File: src/hdl/qau_pkg.sv
// ----------------------------------------------------------------------------
// qau_pkg
// Shared types and constants for the fixed-point quaternion arithmetic unit.
// ----------------------------------------------------------------------------
package qau_pkg;

   localparam int DATA_WIDTH = 16;
   localparam int FRAC_BITS  = 14;
   localparam int OPND_W     = DATA_WIDTH + 1;
   localparam int PROD_W     = 2 * OPND_W;
   localparam int RND_W      = PROD_W - FRAC_BITS;
   localparam int SUM_W      = RND_W + 3;
   localparam int NUM_PROD   = 16;
   localparam int NUM_RES    = 9;
   localparam int NUM_IN     = 9;
   localparam int OP_W       = 3;
   localparam int TDATA_W    = ((NUM_IN * DATA_WIDTH + 7) / 8) * 8;
   localparam int RDATA_W    = ((NUM_RES * DATA_WIDTH + 7) / 8) * 8;

   typedef logic signed [DATA_WIDTH-1:0] data_type;
   typedef logic signed [OPND_W-1:0]     opnd_type;
   typedef logic signed [PROD_W-1:0]     prod_type;
   typedef logic signed [RND_W-1:0]      rnd_type;
   typedef logic signed [SUM_W-1:0]      sum_type;

   typedef enum logic [OP_W-1:0] {
      OP_MUL  = 3'd0,
      OP_ADD  = 3'd1,
      OP_CONJ = 3'd2,
      OP_DOT  = 3'd3,
      OP_LERP = 3'd4,
      OP_ROT  = 3'd5
   } op_type;

   typedef struct packed {
      logic   valid;
      op_type op;
   } ctl_type;

   localparam opnd_type ONE_OPND  = opnd_type'(longint'(1) <<< FRAC_BITS);
   localparam opnd_type MONE_OPND = opnd_type'(-(longint'(1) <<< FRAC_BITS));
   localparam prod_type RND_HALF  = prod_type'(longint'(1) <<< (FRAC_BITS - 1));
   localparam sum_type  ONE_SUM   = sum_type'(longint'(1) <<< FRAC_BITS);
   localparam sum_type  SAT_MAX   = sum_type'((longint'(1) <<< (DATA_WIDTH - 1)) - 1);
   localparam sum_type  SAT_MIN   = sum_type'(-(longint'(1) <<< (DATA_WIDTH - 1)));

endpackage

File: src/hdl/qau_combine.sv
// ----------------------------------------------------------------------------
// qau_combine
// Last stage: signed sums of rounded products, matrix terms, saturation.
// ----------------------------------------------------------------------------
module qau_combine (
   input  logic                clock,
   input  logic                reset,
   input  logic                load,
   input  qau_pkg::ctl_type    in_ctl,
   input  qau_pkg::rnd_type    rnd [qau_pkg::NUM_PROD],
   output qau_pkg::ctl_type    ctl_ff,
   output qau_pkg::data_type   res_ff [qau_pkg::NUM_RES],
   output logic                ovf_ff
);
   import qau_pkg::*;

   sum_type  p      [NUM_PROD];
   sum_type  q      [4];
   sum_type  mat    [NUM_RES];
   sum_type  pick   [NUM_RES];
   data_type res_in [NUM_RES];
   logic     ovf_in;

   always_comb begin
      for (int i = 0; i < NUM_PROD; i++) begin
         p[i] = sum_type'(rnd[i]);
      end
      for (int k = 0; k < 4; k++) begin
         if (in_ctl.op == OP_MUL) begin
            if (k == 0) begin
               q[k] = p[0] - p[1] - p[2] - p[3];
            end else begin
               q[k] = p[4*k] + p[4*k+1] + p[4*k+2] - p[4*k+3];
            end
         end else begin
            q[k] = p[4*k] + p[4*k+1] + p[4*k+2] + p[4*k+3];
         end
      end
      // p0..p8: xx yy zz xy zw xz yw xw yz
      mat[0] = ONE_SUM - ((p[1] + p[2]) <<< 1);
      mat[1] = (p[3] - p[4]) <<< 1;
      mat[2] = (p[5] + p[6]) <<< 1;
      mat[3] = (p[3] + p[4]) <<< 1;
      mat[4] = ONE_SUM - ((p[0] + p[2]) <<< 1);
      mat[5] = (p[8] - p[7]) <<< 1;
      mat[6] = (p[5] - p[6]) <<< 1;
      mat[7] = (p[8] + p[7]) <<< 1;
      mat[8] = ONE_SUM - ((p[0] + p[1]) <<< 1);

      for (int i = 0; i < NUM_RES; i++) begin
         pick[i] = '0;
      end
      unique case (in_ctl.op)
         OP_MUL, OP_ADD, OP_CONJ, OP_DOT, OP_LERP: begin
            for (int k = 0; k < 4; k++) begin
               pick[k] = q[k];
            end
         end
         OP_ROT: begin
            for (int i = 0; i < NUM_RES; i++) begin
               pick[i] = mat[i];
            end
         end
         default: begin
         end
      endcase

      ovf_in = 1'b0;
      for (int i = 0; i < NUM_RES; i++) begin
         if (pick[i] > SAT_MAX) begin
            res_in[i] = data_type'(SAT_MAX);
            ovf_in    = 1'b1;
         end else if (pick[i] < SAT_MIN) begin
            res_in[i] = data_type'(SAT_MIN);
            ovf_in    = 1'b1;
         end else begin
            res_in[i] = data_type'(pick[i]);
         end
      end
   end

   always_ff @(posedge clock) begin
      if (reset) begin
         ctl_ff <= '0;
      end else if (load) begin
         ctl_ff <= in_ctl;
      end
   end

   always_ff @(posedge clock) begin
      if (load) begin
         for (int i = 0; i < NUM_RES; i++) begin
            res_ff[i] <= res_in[i];
         end
         ovf_ff <= ovf_in;
      end
   end

endmodule

File: config.mk
export PLATFORM = sky130hd
export DESIGN_NAME = qau_combine
export DESIGN_NICKNAME = d
export VERILOG_FILES = /design/src/hdl/qau_pkg.sv /design/src/hdl/qau_combine.sv
export SDC_FILE = /design/constraint.sdc
export NUM_CORES = 1
export LEC_CHECK = 0
export ABC_AREA = 0
export BUFFER_PORTS_ARGS = -buffer_cell sky130_fd_sc_hd__buf_2
export CORE_MARGIN = 3
export CORE_UTILIZATION = 54
export CTS_CLUSTER_SIZE = 10
export DETAILED_ROUTE_END_ITERATION = 6
export PLACE_DENSITY = 0.8
export SETUP_SLACK_MARGIN = 0.02
export SLEW_MARGIN = 30
export SYNTH_ARGS = -nofsm -noshare
export SYNTH_HDL_FRONTEND = slang
export SYNTH_SLANG_ARGS = --single-unit
export TNS_END_PERCENT = 30
File: constraint.sdc
create_clock -name clock -period 6.8 [get_ports clock]
set_clock_uncertainty 0.05 [all_clocks]
set_input_delay 1.02 -clock clock [delete_from_list [all_inputs] [get_ports clock]]
set_output_delay 1.02 -clock clock [all_outputs]
set_load 0.05 [all_outputs]
==> out/metrics.yaml, run 1 <==
synthesis:
  synth_nets: 4342
  synthSimpleGateAreaFrac_pct: 16.5
  synth_compound_gate_area_share_pct: 26.1
  synth-xor-area-share_pct: 10.6
  ys_top_cells_by_area: "ha_1, edfxtp_1, fa_1"
  ys_async_sr_fraction_pct: 0
  synth_area_leader_cell: "ha_1"
  yosysMostFrequentCell: "ha_1"
  avgSynthCellArea_um2: 8.27
  ys.flop_type: "edfxtp_1"
  synth-adder-area-share_pct: 25.7
  synth_top_family_by_area: "compound AO/OA/AOI/OAI gates"
  synth.cell_area_um2: 29000
  yosysSeqAreaShare_pct: 15.3
  synth_cells: 3504
  synthMuxAreaShare_pct: 0.799
  synth_cell_types: 107
  synth_seq_cells: 149
  synth-warning-count: 0
  yosysTopAreaCellShare_pct: 16.1
  synth_edf_count: 145
  synth_common_cells: "ha_1, a21oi_1, inv_1"
placed_design:
  hpwl_um: 87100
  port-buffer-count: 475
  dpl-instance-area_um2: 34600
  routabilityCongestion: 1.03
timing:
  setup-violations-final: 1
  rsz0062_at_grt: "yes"
  maxSlewViolCount: 0
  fin_crit_ns: 6.97
  fin_ws_ns: -0.168
  fmax_mhz: 144
  slew_headroom_pct: 37.3
  worst_slew_pin_slew_ns: 0.937
  hold_viol_final: 0
  min_period_over_period_pct: 102
  hold_ws_ns: 0.451
power_and_ir_drop:
  p_sw_uw: 5250
  power.share.sequential_pct: 14.4
  clock_power_share_pct: 10.2
  power_uw: 10400
  p_int_uw: 5130
  p_leak_uw: 0.0165
  p_per_area_nw_per_um2: 292
  power_frac_comb_pct: 75.5
  peakVddDrop_uv: 240
  sw_frac_of_total_pct: 50.6
global_route:
  gr-total-overflow: 0
  grt_max_degree: 77
  antenna_found_initial: 23
  grt_pass1_wl_um: 158000
  grtUsageTotal_pct: 35.9
  grt_pass1_vias: 28700
critical_path:
  criticalPathCategory: "input port to register"
  path_buf_inv: 4
  worst_ep_arrival_time_ns: 7.19
  slowest_stage: "fa_1"
  critPathTopFamily: "compound AO/OA/AOI/OAI gates"
  endpoint_kind: "register"
  cp-start-kind: "input port"
  worstPathMaxFanout: 4
  critical-path-max-stage-delay_ns: 0.57
  cp_data_required_time_ns: 7.02
  cp_common_cell: "a21oi_2"
floorplanning:
  die_h_um: 238
  fp.dieW_um: 238
  core_um2: 52800
  io_pins: 476
  die_area_um2: 56500
  rows: 84
  start_util_pct: 54.9
clock_network:
  clock_sinks: 149
  hold_buffers: 0
  cts.clk_slew.worst_paths_ns: 0.09
  htreeDepth: 4
  numCtsBuffers: 17
  clkLatencyLatePin_ns: 0.51
  cts_max_path_buffers: 2
  cts-root-buf: "clkbuf_16"
  cts_tree: "done"
job:
  maxCapViolCount: 0
status:
  run_status: "finished, violations left"
  violations: "setup timing"
route:
  viasPerCell: 6.20
  drc: 0
  wirelength_um: 105000
  drt_iter0_markers: 3285
  vias: 30900
  avgRoutedWirePerCell_um: 21.1
  drtAntennaViolNets: 0
  dr.pass1.iters: 7
cells_and_area:
  nets: 5099
  finalInstanceArea_um2: 35500
  utilization_pct: 67.3
  drive_gt1_share_pct: 23.3
  area_growth_pct: 22.6
worst_hold_path:
  hold_class: "register to register"
-- registers in the layout, summed over array words and instances (netlist names) --
name / cells
res_ff: 144
ctl_ff: 4
ovf_ff: 1
-- worst min-delay path: stages, from the launching register on --
cell,delay [ns]
dfxtp_1,0.33
mux2i_1,0.06
nor2_1,0.07
-- metrics by stage --
stage | worst slack [ns] | setup TNS (ns) | cells
floorplan | -0.181 | -0.181 | 3504
global placement | -0.649 | -5.30 | 4921
detailed placement | -0.711 | -6.50 | 4921
CTS | 0.0224 | 0 | 4956
global route | -0.485 | -0.548 | 4971
finish | -0.168 | -0.168 | 4981
-- metal layers --
layer | share of wire, % | wire (µm) | global-route usage (%)
met5 | 0.079 | 83 | 0
met4 | 5.0 | 5290 | 16.7
met3 | 10 | 10700 | 7.29
met2 | 44 | 45900 | 55.2
met1 | 41 | 43000 | 48.7
-- worst paths after layout --
check                    startpoint                endpoint  slack [ns]  cells after the start
max reg2reg  ctl_ff[3]$_SDFFE_PP0P_  ctl_ff[3]$_SDFFE_PP0P_        6.15                      2
min reg2reg  ctl_ff[0]$_SDFFE_PP0P_  ctl_ff[0]$_SDFFE_PP0P_        0.45                      2
max                        rnd[182]    ovf_ff$_SDFFCE_PP1P_       -0.17                     32
min          ctl_ff[0]$_SDFFE_PP0P_  ctl_ff[0]$_SDFFE_PP0P_        0.45                      2
-- area by class of cell --
type                            instances  area [µm²]
Clock buffer                           17         425
Multi-Input combinational cell       2971       23300
Tap cell                              688         861
Antenna cell                           19        47.5
Inverter                              275        1030
Clock inverter                         15         179
Timing Repair Buffer                  847        5220
Sequential cell                       149        4430
Fill cell                            4440       17300
-- power groups by stage --
stage | clock [µW] | combinational, µW | sequential [µW]
2_1_floorplan | 0 | 4230 | 2320
3_3_place_gp | 0 | 7390 | 1500
3_5_place_dp | 0 | 7490 | 1500
4_1_cts | 1060 | 7600 | 1490
5_1_grt | 1090 | 8460 | 1500
6_report | 1060 | 7830 | 1490
-- cells by family (layout without fill, tap and decap cells) --
logic type,after synthesis,after routing
AND/OR/NAND/NOR,937,937
XOR/XNOR,350,350
multiplexers,23,23
AO/OA/AOI/OAI,1150,1150
buffers and inverters,384,1154
other,0,19
flip-flops,149,149
adder cells (fa/ha/maj),511,511
-- cells in the final DEF (no fill, tap or decap), drive strengths merged, types with 22 or more instances in the layout --
master and count:
o21bai 56, o21a 52, o31ai 35, a21o 121
inv 285, nor3 99, or3 25, edfxtp 145
a211oi 41, nand3 64, a22oi 39, fa 138
a21oi 298, nand2b 57, xnor2 247, xor2 103
nor2 263, nand2 184, buf 847, a31oi 33
nand4 27, mux2i 22, or2 22, o21ai 250
ha 373, nor4 35, and3 33, nor2b 44
-- repair_timing --
item / CTS / global route
setup buffers: 3 / 6
endpoints found under the setup margin: 1 / 28
pin swaps: 11 / 20
hold endpoints to repair: 0 / 0
gates resized for setup: 15 / 22
No activity file was read; power rests on OpenSTA's default activity.
==> inputs of run 2 (changes only) <==
--- a/config.mk
+++ b/config.mk
@@ -6,12 +6,12 @@
 export NUM_CORES = 1
 export LEC_CHECK = 0
 export ABC_AREA = 0
-export BUFFER_PORTS_ARGS = -buffer_cell sky130_fd_sc_hd__buf_2
 export CORE_MARGIN = 3
-export CORE_UTILIZATION = 54
+export CORE_UTILIZATION = 55
 export CTS_CLUSTER_SIZE = 10
 export DETAILED_ROUTE_END_ITERATION = 6
-export PLACE_DENSITY = 0.8
+export DONT_BUFFER_PORTS = 1
+export PLACE_DENSITY = 0.73
 export SETUP_SLACK_MARGIN = 0.02
 export SLEW_MARGIN = 30
 export SYNTH_ARGS = -nofsm -noshare
==> run 2 against run 1 <==
The flow finishes with violations (DRC). Combinational power is 18% lower. Critical path depth is 7 lower. Sequential power up 62%. Count of clock-buffer cells in the layout up 1. Clock power barely moved. Sequential share of layout area grew 1.2 points. Flip-flop and latch count unchanged. Maximum frequency grew 3.6%. Worst setup slack gained 0.24 ns. Critical path type unchanged. Largest cell class unchanged.
==> out/metrics.yaml, run 2 (synthesis gave the netlist of run 1 again) <==
status:
  run_status: "finished, violations left"
  violations: "DRC"
cells_and_area:
  finalNonFillerCells: 4396  # -12%
  regMostFlops: "res_ff"
  finalInstanceArea_um2: 32500  # -8.5%
  most-common-layout-cells: "ha_1, buf_4, a21oi_1"
  area_growth_pct: 12.1
  final_common_cell: "ha_1"
  largestRegisters: "res_ff (144), ctl_ff (4), ovf_ff (1)"
  utilization_pct: 62.8  # -4.5 points
  fill_cells: 4604  # +3.7%
  largest_register_ffs: 144  # unchanged
  nets: 4540  # -11%
  multiInputGateArea_um2: 23400  # +0.36%
  drive_gt1_share_pct: 11.9  # -11 points
  seqCellArea_um2: 4430  # unchanged
clock_network:
  cts_tree: "done"
  cts.clk_slew.worst_paths_ns: 0.08  # about the same
  hold_buffers: 0  # unchanged
  cts_max_path_buffers: 2  # unchanged
  clkLatencyLatePin_ns: 0.50  # about the same
  clock_sinks: 149  # unchanged
  htreeDepth: 4  # unchanged
  numCtsBuffers: 17  # unchanged
  cts-root-buf: "clkbuf_16"
timing:
  hold_viol_final: 0  # unchanged
  fmax_mhz: 149  # +3.6%
  worst_slew_pin_slew_ns: 1.03  # +0.0944 ns
  rsz0062_at_grt: "yes"
  maxSlewViolCount: 0  # unchanged
  slew_headroom_pct: 31.1  # -6.2 points
  tns_ns: 0  # +0.168 ns
  fin_crit_ns: 6.72  # -0.243 ns
  setup-violations-final: 0  # -1
  fin_ws_ns: 0.0752  # +0.243 ns
  min_period_over_period_pct: 98.9  # -3.6 points
route:
  viasPerCell: 6.35  # +2.4%
  drc: 3  # +3
  drt_iter0_markers: 2896  # -12%
  vias: 27900  # -9.6%
  avgRoutedWirePerCell_um: 23.0  # +9.0%
  drtAntennaViolNets: 0  # unchanged
  dr.pass1.iters: 7  # unchanged
  wirelength_um: 101000  # -3.8%
power_and_ir_drop:
  peakVddDrop_uv: 222  # -7.9%
  power_frac_comb_pct: 65.1  # -10 points
  p_int_uw: 4870  # -5.1%
  p_leak_uw: 0.0142  # -14%
  p_sw_uw: 4990  # -4.9%
  p_per_area_nw_per_um2: 304  # +3.9%
  power.share.sequential_pct: 24.5  # +10 points
  clock_power_share_pct: 10.4  # +0.2 points
  sw_frac_of_total_pct: 50.6  # about the same
floorplanning:
  core_um2: 51700  # -2.0%
  io_pins: 476  # unchanged
  start_util_pct: 56.0  # +1.1 points
  fp.dieW_um: 235  # -0.89%
  die_area_um2: 55500  # -1.8%
  die_h_um: 235  # -0.89%
  rows: 83  # -1.2%
critical_path:
  worst_ep_arrival_time_ns: 6.93  # -0.26 ns
  cp_data_required_time_ns: 7.00  # -0.02 ns
  worstPathMaxFanout: 4  # unchanged
  worstReg2RegStart: "ctl_ff[3]$_SDFFE_PP0P_"
  critical-path-max-stage-delay_ns: 0.51  # -0.06 ns
  endpoint_kind: "register"
  cp-start-kind: "input port"
  r2r_cells: 2  # unchanged
  reg2reg_to: "ctl_ff[3]$_SDFFE_PP0P_"
  criticalPathCategory: "input port to register"
  slowest_stage: "or4_4"
  r2r_slack_ns: 5.79  # -0.36 ns
worst_hold_path:
  hold_class: "input port to register"
  hp-start: "reset"
  whs_endpoint: "ctl_ff[3]$_SDFFE_PP0P_"
  hold_depth: 1  # -1
global_route:
  gr-total-overflow: 0  # unchanged
  grtUsageTotal_pct: 34.9  # -0.99 points
  grt_pass1_wl_um: 151000  # -5.0%
  grt_max_degree: 150  # +95%
  antenna_found_initial: 5  # -78%
  grt_pass1_vias: 25500  # -11%
job:
  maxCapViolCount: 0  # unchanged
placed_design:
  dpl-instance-area_um2: 31600  # -8.7%
  hpwl_um: 84300  # -3.2%
  port-buffer-count: 0  # -100%
  placed_cells: 4355  # -12%
  pre_cts_slack_ns: -0.559  # +0.153 ns
  routabilityCongestion: 1.01  # -2.1%
run 2: cell count changes in the layout (fill, tap and decap cells not counted), moves of 3 or more:
| cell | change |
|---|---|
| buf_2 | -474 |
| buf_4 | -82 |
| diode_2 | -18 |
| inv_6 | -5 |
| clkinv_4 | +4 |
| o21ai_0 | -4 |
| o21ai_1 | +4 |
| clkinv_1 | +3 |
run 2: per-layer routing:
metal / global-route usage, % / share of wire, % / vias to the layer above
met5: 0 / 0.063 / -
met4: 15.4 / 4.7 / 8
met3: 10.7 / 11 / 209
met2: 51.5 / 43 / 1350
met1: 47.1 / 42 / 13100
li1: - / - / 13200
run 2: cell type report:
type                            count  share of cell area [%]
Antenna cell                        1                 0.00770
Clock buffer                       18                    1.32
Clock inverter                     14                   0.474
Inverter                          275                    3.18
Multi-Input combinational cell   2971                    72.0
Sequential cell                   149                    13.7
Tap cell                          680                    2.62
Timing Repair Buffer              288                    6.73
run 2: through the flow:
stage,total power (µW),hold slack [ns]
2_1_floorplan,6550,0.683
3_3_place_gp,8470,0.699
3_5_place_dp,8510,0.709
4_1_cts,9600,0.491
5_1_grt,10500,0.505
6_report,9860,0.521
run 2: critical path, delay by kind of cell:
| kind | cells | cell delay (ns) |
|---|---|---|
| AOI/OAI and AO/OA | 10 | 1.90 |
| xor gates and xnor gates | 1 | 0.16 |
| adders and majority gates | 4 | 1.38 |
| buffers and inverters | 1 | 0.16 |
| muxes | 1 | 0.18 |
| and+or+nand+nor | 8 | 2.11 |
run 2: how the worst max path moves through the flow:
stage,startpoint,slack [ns],cells past startpoint,end
2_1_floorplan,rnd[222],-0.18,30,ovf_ff$_SDFFCE_PP1P_
3_3_place_gp,rnd[102],-0.50,26,ovf_ff$_SDFFCE_PP1P_
3_5_place_dp,rnd[102],-0.56,26,ovf_ff$_SDFFCE_PP1P_
4_1_cts,rnd[21],0.04,25,ovf_ff$_SDFFCE_PP1P_
5_1_grt,rnd[21],-0.24,25,ovf_ff$_SDFFCE_PP1P_
6_report,rnd[21],0.08,25,ovf_ff$_SDFFCE_PP1P_
run 2: what timing repair did:
action                                  in CTS  in global routing
pin swaps                                    0                 36
buffers inserted                             0                  8
endpoints found under the setup margin       1                 16
resized for setup                            4                 50
run 2: power groups by stage:
stage,Combinational [µW],Clock (µW),Sequential (µW)
floorplan,4230,0,2320
global placement,6040,0,2430
detailed placement,6080,0,2430
CTS,6150,1030,2410
global route,7040,1070,2430
finish,6420,1030,2410
