==> src/hdl/qau_pkg.sv <==
// ----------------------------------------------------------------------------
// qau_pkg
// Shared types and constants for the fixed-point quaternion arithmetic unit.
// ----------------------------------------------------------------------------
package qau_pkg;

   localparam int DATA_WIDTH = 16;
   localparam int FRAC_BITS  = 14;
   localparam int OPND_W     = DATA_WIDTH + 1;
   localparam int PROD_W     = 2 * OPND_W;
   localparam int RND_W      = PROD_W - FRAC_BITS;
   localparam int SUM_W      = RND_W + 3;
   localparam int NUM_PROD   = 16;
   localparam int NUM_RES    = 9;
   localparam int NUM_IN     = 9;
   localparam int OP_W       = 3;
   localparam int TDATA_W    = ((NUM_IN * DATA_WIDTH + 7) / 8) * 8;
   localparam int RDATA_W    = ((NUM_RES * DATA_WIDTH + 7) / 8) * 8;

   typedef logic signed [DATA_WIDTH-1:0] data_type;
   typedef logic signed [OPND_W-1:0]     opnd_type;
   typedef logic signed [PROD_W-1:0]     prod_type;
   typedef logic signed [RND_W-1:0]      rnd_type;
   typedef logic signed [SUM_W-1:0]      sum_type;

   typedef enum logic [OP_W-1:0] {
      OP_MUL  = 3'd0,
      OP_ADD  = 3'd1,
      OP_CONJ = 3'd2,
      OP_DOT  = 3'd3,
      OP_LERP = 3'd4,
      OP_ROT  = 3'd5
   } op_type;

   typedef struct packed {
      logic   valid;
      op_type op;
   } ctl_type;

   localparam opnd_type ONE_OPND  = opnd_type'(longint'(1) <<< FRAC_BITS);
   localparam opnd_type MONE_OPND = opnd_type'(-(longint'(1) <<< FRAC_BITS));
   localparam prod_type RND_HALF  = prod_type'(longint'(1) <<< (FRAC_BITS - 1));
   localparam sum_type  ONE_SUM   = sum_type'(longint'(1) <<< FRAC_BITS);
   localparam sum_type  SAT_MAX   = sum_type'((longint'(1) <<< (DATA_WIDTH - 1)) - 1);
   localparam sum_type  SAT_MIN   = sum_type'(-(longint'(1) <<< (DATA_WIDTH - 1)));

endpackage

==> src/hdl/qau_operand_select.sv <==
// ----------------------------------------------------------------------------
// qau_operand_select
// First stage: maps each opcode onto sixteen multiplier operand pairs.
// ----------------------------------------------------------------------------
module qau_operand_select (
   input  logic                      clock,
   input  logic                      reset,
   input  logic                      load,
   input  logic                      in_valid,
   input  logic [qau_pkg::OP_W-1:0]  in_op,
   input  qau_pkg::data_type         a [4],
   input  qau_pkg::data_type         b [4],
   input  qau_pkg::data_type         blend,
   output qau_pkg::ctl_type          ctl_ff,
   output qau_pkg::opnd_type         x_ff [qau_pkg::NUM_PROD],
   output qau_pkg::opnd_type         y_ff [qau_pkg::NUM_PROD]
);
   import qau_pkg::*;

   opnd_type ae [4];
   opnd_type be [4];
   opnd_type t_opnd;
   opnd_type u_opnd;
   opnd_type x_in [NUM_PROD];
   opnd_type y_in [NUM_PROD];
   op_type   op;

   always_comb begin
      op     = op_type'(in_op);
      t_opnd = opnd_type'(blend);
      u_opnd = ONE_OPND - t_opnd;
      for (int k = 0; k < 4; k++) begin
         ae[k] = opnd_type'(a[k]);
         be[k] = opnd_type'(b[k]);
      end
      for (int i = 0; i < NUM_PROD; i++) begin
         x_in[i] = '0;
         y_in[i] = '0;
      end
      unique case (op)
         OP_MUL: begin
            x_in[0]  = ae[0]; y_in[0]  = be[0];
            x_in[1]  = ae[1]; y_in[1]  = be[1];
            x_in[2]  = ae[2]; y_in[2]  = be[2];
            x_in[3]  = ae[3]; y_in[3]  = be[3];
            x_in[4]  = ae[0]; y_in[4]  = be[1];
            x_in[5]  = be[0]; y_in[5]  = ae[1];
            x_in[6]  = ae[2]; y_in[6]  = be[3];
            x_in[7]  = ae[3]; y_in[7]  = be[2];
            x_in[8]  = ae[0]; y_in[8]  = be[2];
            x_in[9]  = be[0]; y_in[9]  = ae[2];
            x_in[10] = ae[3]; y_in[10] = be[1];
            x_in[11] = ae[1]; y_in[11] = be[3];
            x_in[12] = ae[0]; y_in[12] = be[3];
            x_in[13] = be[0]; y_in[13] = ae[3];
            x_in[14] = ae[1]; y_in[14] = be[2];
            x_in[15] = ae[2]; y_in[15] = be[1];
         end
         OP_ADD: begin
            for (int k = 0; k < 4; k++) begin
               x_in[4*k]   = ae[k]; y_in[4*k]   = ONE_OPND;
               x_in[4*k+1] = be[k]; y_in[4*k+1] = ONE_OPND;
            end
         end
         OP_CONJ: begin
            for (int k = 0; k < 4; k++) begin
               x_in[4*k] = ae[k];
               y_in[4*k] = (k == 0) ? ONE_OPND : MONE_OPND;
            end
         end
         OP_DOT: begin
            for (int k = 0; k < 4; k++) begin
               x_in[k] = ae[k]; y_in[k] = be[k];
            end
         end
         OP_LERP: begin
            for (int k = 0; k < 4; k++) begin
               x_in[4*k]   = ae[k]; y_in[4*k]   = u_opnd;
               x_in[4*k+1] = be[k]; y_in[4*k+1] = t_opnd;
            end
         end
         OP_ROT: begin
            // xx yy zz xy zw xz yw xw yz
            x_in[0] = ae[1]; y_in[0] = ae[1];
            x_in[1] = ae[2]; y_in[1] = ae[2];
            x_in[2] = ae[3]; y_in[2] = ae[3];
            x_in[3] = ae[1]; y_in[3] = ae[2];
            x_in[4] = ae[3]; y_in[4] = ae[0];
            x_in[5] = ae[1]; y_in[5] = ae[3];
            x_in[6] = ae[2]; y_in[6] = ae[0];
            x_in[7] = ae[1]; y_in[7] = ae[0];
            x_in[8] = ae[2]; y_in[8] = ae[3];
         end
         default: begin
         end
      endcase
   end

   always_ff @(posedge clock) begin
      if (reset) begin
         ctl_ff <= '0;
      end else if (load) begin
         ctl_ff.valid <= in_valid;
         ctl_ff.op    <= op;
      end
   end

   always_ff @(posedge clock) begin
      if (load) begin
         for (int i = 0; i < NUM_PROD; i++) begin
            x_ff[i] <= x_in[i];
            y_ff[i] <= y_in[i];
         end
      end
   end

endmodule

==> config.mk <==
export PLATFORM = sky130hd
export DESIGN_NAME = qau_operand_select
export DESIGN_NICKNAME = d
export VERILOG_FILES = /design/src/hdl/qau_pkg.sv /design/src/hdl/qau_operand_select.sv
export SDC_FILE = /design/constraint.sdc
export NUM_CORES = 1
export LEC_CHECK = 0
export BUFFER_PORTS_ARGS = -buffer_cell sky130_fd_sc_hd__buf_2
export CORE_AREA = 2 2 271 273
export DETAILED_ROUTE_END_ITERATION = 16
export DIE_AREA = 0 0 273 275
export PLACE_DENSITY_LB_ADDON = 0.3
export SYNTH_ARGS = -nofsm -noshare
export SYNTH_HDL_FRONTEND = slang
export SYNTH_SLANG_ARGS = --single-unit
==> constraint.sdc <==
create_clock -name clock -period 2.2 [get_ports clock]
set_input_delay 0.22 -clock clock [delete_from_list [all_inputs] [get_ports clock]]
set_output_delay 0.22 -clock clock [all_outputs]
set_load 0.1 [all_outputs]
==> summary.md, run 1 <==
| Metric | Value |
|---|---|
| CP required | around 2.5 ns |
| Post-synth EDFFs | ~480 |
| Post-detail-place hpwl | approximately 56000 um |
| Initial core utilization | between 20% and 30% |
| Finished Layout Cells | ~3500 |
| Number of placed instances, taps included | between 3000 and 4000 |
| Hold Slack | about 0.033 ns |
| Largest net degree at the start of global routing | roughly 100 |
| Lkg Pwr | between 10 and 15 nW |
| Later-pin clock latency in the skew report | approximately 0.58 ns |
| Worst path max stage delay | approximately 0.54 ns |
| Mapped Cells | 1763 |
| Grt ovf | 0 |
| Layout Skew | 0 ns |
| Most frequent cells in the layout | 694 x buf_2, 484 x edfxtp_1, 478 x nand2_1, 106 x inv_1, 104 x dlygate4sd3_1 |
| Die area | approximately 75000 um2 |
| CTS tree | built |
| Comb pwr share | between 30% and 40% |
| Initial antenna violation count | 3 |
| Async SR Flop Fraction | 0% |
| CTS-repair resized insts | 0 |
| Register area share after synthesis | just under 70% |
| Share of power burned in registers | 38.7% |
| Core ar. | 72300 um2 |
| Crit path max-delay family | buffers and inverters |
| Via count | about 17000 |
| Final setup vio count | 0 |
| Layout cell share with drive strength beyond 1 | between 30% and 40% |
| H-tree depth | 2 |
| Crit path top cell by count | buf_4 |
| Min Tclk post-route | just under 2 ns |
| I/O pins | ~700 |
| Crit path DAT | between 2 and 2.5 ns |
| Switching pwr | 0.0118 W |
| Final hold vios | 0 |
| Switch share | roughly two fifths |
| Routed Antenna Nets | 0 |
| Slew Limit Headroom | 27.7% |
| Power Density | about 1000 nW/um2 |
| DR vias/cell | between 4 and 5 |
| Most common cell after layout, fill and taps aside | buf_2 |
| Clock root buffer master | clkbuf_16 |
| Post-Route WL | about 78000 um |
| Critical path cell sequence | dlygate4sd3_1 -> buf_2 -> nor3_1 -> buf_4 -> nand3_1 -> buf_4 -> o21ai_0 -> xor2_1 -> buf_4 -> o211ai_1 |
| Gr usage total | 19.5% |
| Clock Sinks | 488 |
| Cell variety after synth | 49 |
| Worst hold path type | in -> reg |
| P_int | ~0.018 W |
| Status | complete, no violations |
| RSZ-0062 raised after global routing | false |
| Clock power frac | around 31% |
| Worst Setup Start Kind | primary input |
| Fillers | 7050 |
| Seq cells post-synth | between 400 and 500 |
| Syn Nets | about 1900 |
| Final Wtd Congestion | between 0.8 and 0.9 |
| First-pass GRT wire length | roughly 110000 um |
| Drt wl/cell | 22.1 um |
| Die width | 273 um |
| Setup Crit Path Kind | in -> reg |
| Clock transition at the registers of the reported paths | roughly 0.07 ns |
| Fmax | 515 MHz |
| Layout net count | ~2700 |
| IO Port Bufs | about 700 |
| Die H | 275 um |
| CTS buffer count | 52 |
| Setup crit end kind | register |
| Clock Tree Buf Depth | 3 |
| Mapped cell area | 21400 um2 |
| Crit path max-delay cell type | dlygate4sd3_1 |
| Vias in the first global route | 16633 |
| Maxcap violations | 0 |
| Layout area overhead | 33.8% |
| Period utilisation layout | 88.2% |
| Bufs and invs on worst path | 5 |
| Number of cell rows | 99 |
| # hold bufs at CTS | 104 |
| Post-CTS Setup Inserts | 0 |
| Drt pass-1 iters | 5 |
| Synth warn | 0 |
| DR DRC count | 0 |
| DRT iter0 DRCs | between 1000 and 1500 |
| Final Max Slew Viols | 0 |
| Slew @ Worst Pin | 1.08 ns |
| Most used flip-flop cell after synthesis | edfxtp_1 |
| Maximum fanout along the worst path | 5 |
| Avg Cell Area, Syn | around 12 um2 |
| Worst vdd ir | between 0.0006 and 0.0007 V |
final timing paths:
| path | start | to | slack [ns] | depth (start not counted) |
|---|---|---|---|---|
| hold reg to reg | ctl_ff[0]$_SDFFE_PP0P_ | ctl_ff[0]$_SDFFE_PP0P_ | 0.52 | 2 |
| setup reg to reg | ctl_ff[3]$_SDFFE_PP0P_ | ctl_ff[3]$_SDFFE_PP0P_ | 1.04 | 3 |
| setup / recovery | blend[9] | y_ff[134]$_DFFE_PP_ | 0.26 | 10 |
| hold / removal | a[20] | x_ff[225]$_DFFE_PP_ | 0.03 | 3 |
per-layer routing:
| metal | GRT usage (%) | wire length, um |
|---|---|---|
| met1 | 23.8 | 29900 |
| met4 | 8.07 | 3080 |
| met5 | 0 | 0 |
| met3 | 4.94 | 6450 |
| met2 | 33.0 | 38100 |
sequential cells by signal, indices dropped and copies added (netlist names):
name,count
ctl_ff,4
x_ff,240
y_ff,244
per-stage QoR:
stage / total power, W / utilization (%) / instance area [um2] / setup WS [ns] / TNS (ns)
6_report: 0.0294 / 39.5 / 28600 / 0.259 / 0
5_1_grt: 0.0302 / 39.5 / 28600 / 0.211 / 0
4_1_cts: 0.0296 / 39.5 / 28600 / 0.247 / 0
3_5_place_dp: 0.0205 / 35.7 / 25900 / -0.162 / -1.31
3_3_place_gp: 0.0204 / 35.7 / 25900 / -0.0944 / -0.678
2_1_floorplan: 0.0187 / - / 21400 / 0.442 / 0
layout make-up:
class,instances,area [um2],share of cell area (%)
Clock inverter,34,368,1.29
Sequential cell,488,14600,51.1
Clock buffer,58,1350,4.70
Antenna cell,2,5.00,0.0175
Inverter,108,405,1.42
Tap cell,959,1200,4.19
Multi-Input combinational cell,1003,5460,19.1
Timing Repair Buffer,854,5210,18.2
Yosys cell counts (all sizes together) (10+ instances only):
| cell type | n | area, um2 |
|---|---|---|
| a211oi | 39 | 293 |
| a21o | 16 | 120 |
| a21oi | 25 | 125 |
| a22o | 71 | 622 |
| a311oi | 25 | 219 |
| and2 | 25 | 156 |
| buf | 123 | 787 |
| clkbuf | 41 | 155 |
| edfxtp | 484 | 14500 |
| inv | 108 | 405 |
| mux2 | 15 | 169 |
| mux2i | 39 | 390 |
| nand2 | 478 | 1790 |
| nand3 | 82 | 410 |
| nor2 | 12 | 52.6 |
| nor2b | 33 | 206 |
| nor3 | 10 | 77.6 |
| o21ai | 92 | 464 |
| xnor2 | 10 | 87.6 |
worst min-delay path, stage by stage:
cell	delay (ns)
buf_2	0.17
nand2_1	0.07
nand2_1	0.06
cell families after synthesis:
| family | count (synthesis) | share of synthesized area, % |
|---|---|---|
| AND/OR/NAND/NOR | 655 | 13.1 |
| flip-flops | 488 | 68.3 |
| AO/OA/AOI/OAI | 280 | 9.02 |
| buffers and inverters | 272 | 6.30 |
| multiplexers | 54 | 2.61 |
| XOR/XNOR | 12 | 0.491 |
| adder cells (fa/ha/maj) | 2 | 0.105 |
power by group through the flow:
| stage | Sequential [W] | Clock [W] | Combinational (W) |
|---|---|---|---|
| final | 0.0114 | 0.00897 | 0.00904 |
| after global routing | 0.0114 | 0.00945 | 0.00929 |
| after CTS | 0.0114 | 0.00915 | 0.00906 |
| after detailed placement | 0.0116 | 0 | 0.00890 |
| after global placement | 0.0116 | 0 | 0.00887 |
| after floorplan | 0.0171 | 0 | 0.00157 |
(Power assumes the default switching activity.)
==> run 2: changes to the inputs <==
BUFFER_PORTS_ARGS = not set   (was -buffer_cell sky130_fd_sc_hd__buf_2)
CORE_AREA = 2 2 272 274   (was 2 2 271 273)
DIE_AREA = 0 0 274 276   (was 0 0 273 275)
DONT_BUFFER_PORTS = 1   (was not set)
==> summary.md, run 2 (synthesized netlist as in run 1, its figures left out) <==
| Metric | Value |
|---|---|
| Status | finished with violations (was complete, no violations) |
| Failing checks | negative hold slack, max-slew violations |
| Clock Tree Buf Depth | 3 (unchanged) |
| CP required | 1.98 ns (was 2.53 ns) |
| Clock power frac | 30.8% (was 30.5%) |
| First-pass GRT wire length | 123000 um (was 109000 um) |
| Vias in the first global route | 17478 (was 16633) |
| Setup Crit Path Kind | reg -> out (was in -> reg) |
| CTS tree | built (unchanged) |
| Hold Slack | -0.165 ns (was 0.0331 ns) |
| Drt pass-1 iters | 8 (was 5) |
| Share of power burned in registers | 37.4% (was 38.7%) |
| Number of cell rows | 99 (unchanged) |
| Placed Area | 27300 um2 (was 25900 um2) |
| Final hold vios | 66 (was 0) |
| Initial antenna violation count | 2 (was 3) |
| Biggest register | y_ff (unchanged) |
| Period utilisation layout | 81.1% (was 88.2%) |
| Gr usage total | 22.3% (was 19.5%) |
| Via count | 17521 (was 17056) |
| Setup crit end kind | primary output (was register) |
| Power Density | 976 nW/um2 (was 1030 nW/um2) |
| Biggest regs | y_ff x244, x_ff x240, ctl_ff x4 (unchanged) |
| CTS buffer count | 55 (was 52) |
| Hold_sp | load (was a[20]) |
| R2R setup slack | 0.78 ns (was 1.04 ns) |
| Drt wl/cell | 25.5 um (was 22.1 um) |
| Maxcap violations | 0 (unchanged) |
| DR vias/cell | 5.09 (was 4.86) |
| DR DRC count | 0 (unchanged) |
| Grt ovf | 0 (unchanged) |
| Layout area overhead | 46.1% (was 33.8%) |
| Reg2reg path depth | 4 (was 3) |
| RSZ-0062 raised after global routing | false (unchanged) |
| Reg-to-Reg End | ctl_ff[3]$_SDFFE_PP0P_ (unchanged) |
| Slew Limit Headroom | -42.7% (was 27.7%) |
| Crit path DAT | 1.56 ns (was 2.27 ns) |
| Switch share | 38.7% (was 40.2%) |
| Post-Route WL | 87700 um (was 77500 um) |
| Crit path max-delay cell type | edfxtp_1 (was dlygate4sd3_1) |
| Worst hold endpoint | x_ff[253]$_DFFE_PP_ (was x_ff[225]$_DFFE_PP_) |
| Worst Setup Start Kind | register (was primary input) |
| Worst hold stages | 0 (was 3) |
| Worst path max stage delay | 0.38 ns (was 0.54 ns) |
| Maximum fanout along the worst path | 4 (was 5) |
| Worst vdd ir | 0.000634 V (was 0.000607 V) |
| CTS-repair resized insts | 0 (unchanged) |
| Slew @ Worst Pin | 2.14 ns (was 1.08 ns) |
| Critical path cell sequence | buf_12 -> buf_16 (was dlygate4sd3_1 -> buf_2 -> nor3_1 -> buf_4 -> nand3_1 -> buf_4 -> o21ai_0 -> xor2_1 -> buf_4 -> o211ai_1) |
| Clock Sinks | 488 (unchanged) |
| Routed Antenna Nets | 0 (unchanged) |
| Lkg Pwr | 13.7 nW (was 13.0 nW) |
| Setup TNS | 0 ns (unchanged) |
| Reg2reg start | ctl_ff[3]$_SDFFE_PP0P_ (unchanged) |
| Bufs and invs on worst path | 2 (was 5) |
| Max reg flops | 244 (unchanged) |
| Later-pin clock latency in the skew report | 0.59 ns (was 0.58 ns) |
| Die H | 276 um (was 275 um) |
| H-tree depth | 2 (unchanged) |
| Final Max Slew Viols | 210 (was 0) |
| Core ar. | 72600 um2 (was 72300 um2) |
| I/O pins | 699 (unchanged) |
| Most common cell after layout, fill and taps aside | buf_4 (was buf_2) |
| Fmax | 561 MHz (was 515 MHz) |
| Comb pwr share | 31.9% (was 30.8%) |
| Final setup vio count | 0 (unchanged) |
| Initial core utilization | 29.5% (was 29.6%) |
| P_int | 0.0187 W (was 0.0176 W) |
| Largest net degree at the start of global routing | 489 (was 99) |
| Crit path max-delay family | buffers and inverters (unchanged) |
| Min Tclk post-route | 1.78 ns (was 1.94 ns) |
| Clock transition at the registers of the reported paths | 0.06 ns (was 0.07 ns) |
| Post-route cell area | 31200 um2 (was 28600 um2) |
| Switching pwr | 0.0118 W (about the same) |
| Layout cell share with drive strength beyond 1 | 27.9% (was 33.8%) |
| Worst hold path type | in -> reg (unchanged) |
| Layout Skew | 0 ns (unchanged) |
| Die area | 75600 um2 (was 75100 um2) |
| Most frequent cells in the layout | 509 x buf_4, 484 x edfxtp_1, 478 x nand2_1, 207 x dlygate4sd3_1, 106 x inv_1 (was 694 x buf_2, 484 x edfxtp_1, 478 x nand2_1, 106 x inv_1, 104 x dlygate4sd3_1) |
| Die width | 274 um (was 273 um) |
| Clock root buffer master | clkbuf_16 (unchanged) |
| DRT iter0 DRCs | 1691 (was 1431) |
| Layout net count | 2594 (was 2659) |
| IO Port Bufs | 0 (was 698) |
| Final Wtd Congestion | 0.877 (was 0.870) |
| Post-detail-place hpwl | 54800 um (was 56200 um) |
## run 2: area by class of cell
cell class / count / area [um2]
Multi-Input combinational cell: 1003 / 5460
Antenna cell: 4 / 10.0
Clock inverter: 34 / 354
Fill cell: 6649 / 41300
Tap cell: 959 / 1200
Sequential cell: 488 / 14600
Timing Repair Buffer: 786 / 7740
Clock buffer: 63 / 1450
Inverter: 108 / 405
## run 2: worst max-delay path by stage
stage / to / startpoint / slack (ns) / cells past startpoint
6_report: y_ff[101] / y_ff[15]$_SDFFCE_PP0P_ / 0.42 / 2
5_1_grt: y_ff[101] / y_ff[15]$_SDFFCE_PP0P_ / 0.37 / 2
4_1_cts: y_ff[101] / y_ff[15]$_SDFFCE_PP0P_ / 0.38 / 2
3_5_place_dp: y_ff[134]$_DFFE_PP_ / blend[9] / 0.06 / 5
3_3_place_gp: y_ff[134]$_DFFE_PP_ / blend[9] / 0.10 / 5
2_1_floorplan: y_ff[269]$_DFFE_PP_ / blend[0] / 0.44 / 7
## run 2: routing by layer
layer	part of all wire, %	global-route usage [%]
met3	8.5	5.39
met5	0.010	0
met2	49	38.0
met1	38	26.9
met4	4.3	8.89
## run 2: power groups by stage
| stage | registers [W] | logic (W) | clock network (W) |
|---|---|---|---|
| 6_report | 0.0114 | 0.00972 | 0.00938 |
| 5_1_grt | 0.0114 | 0.00991 | 0.00984 |
| 4_1_cts | 0.0114 | 0.00969 | 0.00950 |
| 3_5_place_dp | 0.0116 | 0.00909 | 0 |
| 3_3_place_gp | 0.0115 | 0.00907 | 0 |
| 2_1_floorplan | 0.0171 | 0.00157 | 0 |
## run 2: worst register-to-register path: stages, from the launching register on
cell and delay (ns):
dfxtp_1 0.31, buf_4 0.29, mux2i_1 0.11, dlygate4sd3_1 0.57, nor2_1 0.09
## run 2: per-stage QoR
step	setup slack, ns	cells	power, W	util, %
after floorplan	0.442	1763	0.0187	-
after global placement	0.103	3133	0.0206	37.5
after detailed placement	0.0623	3133	0.0207	37.5
after CTS	0.380	3440	0.0306	43.0
after global routing	0.370	3443	0.0312	43.0
final	0.417	3445	0.0305	43.0
## run 2: what timing repair did
action | CTS | global route
setup buffers | 0 | 0
endpoints found under the hold margin | 805 | 57
hold buffers | 210 | 1
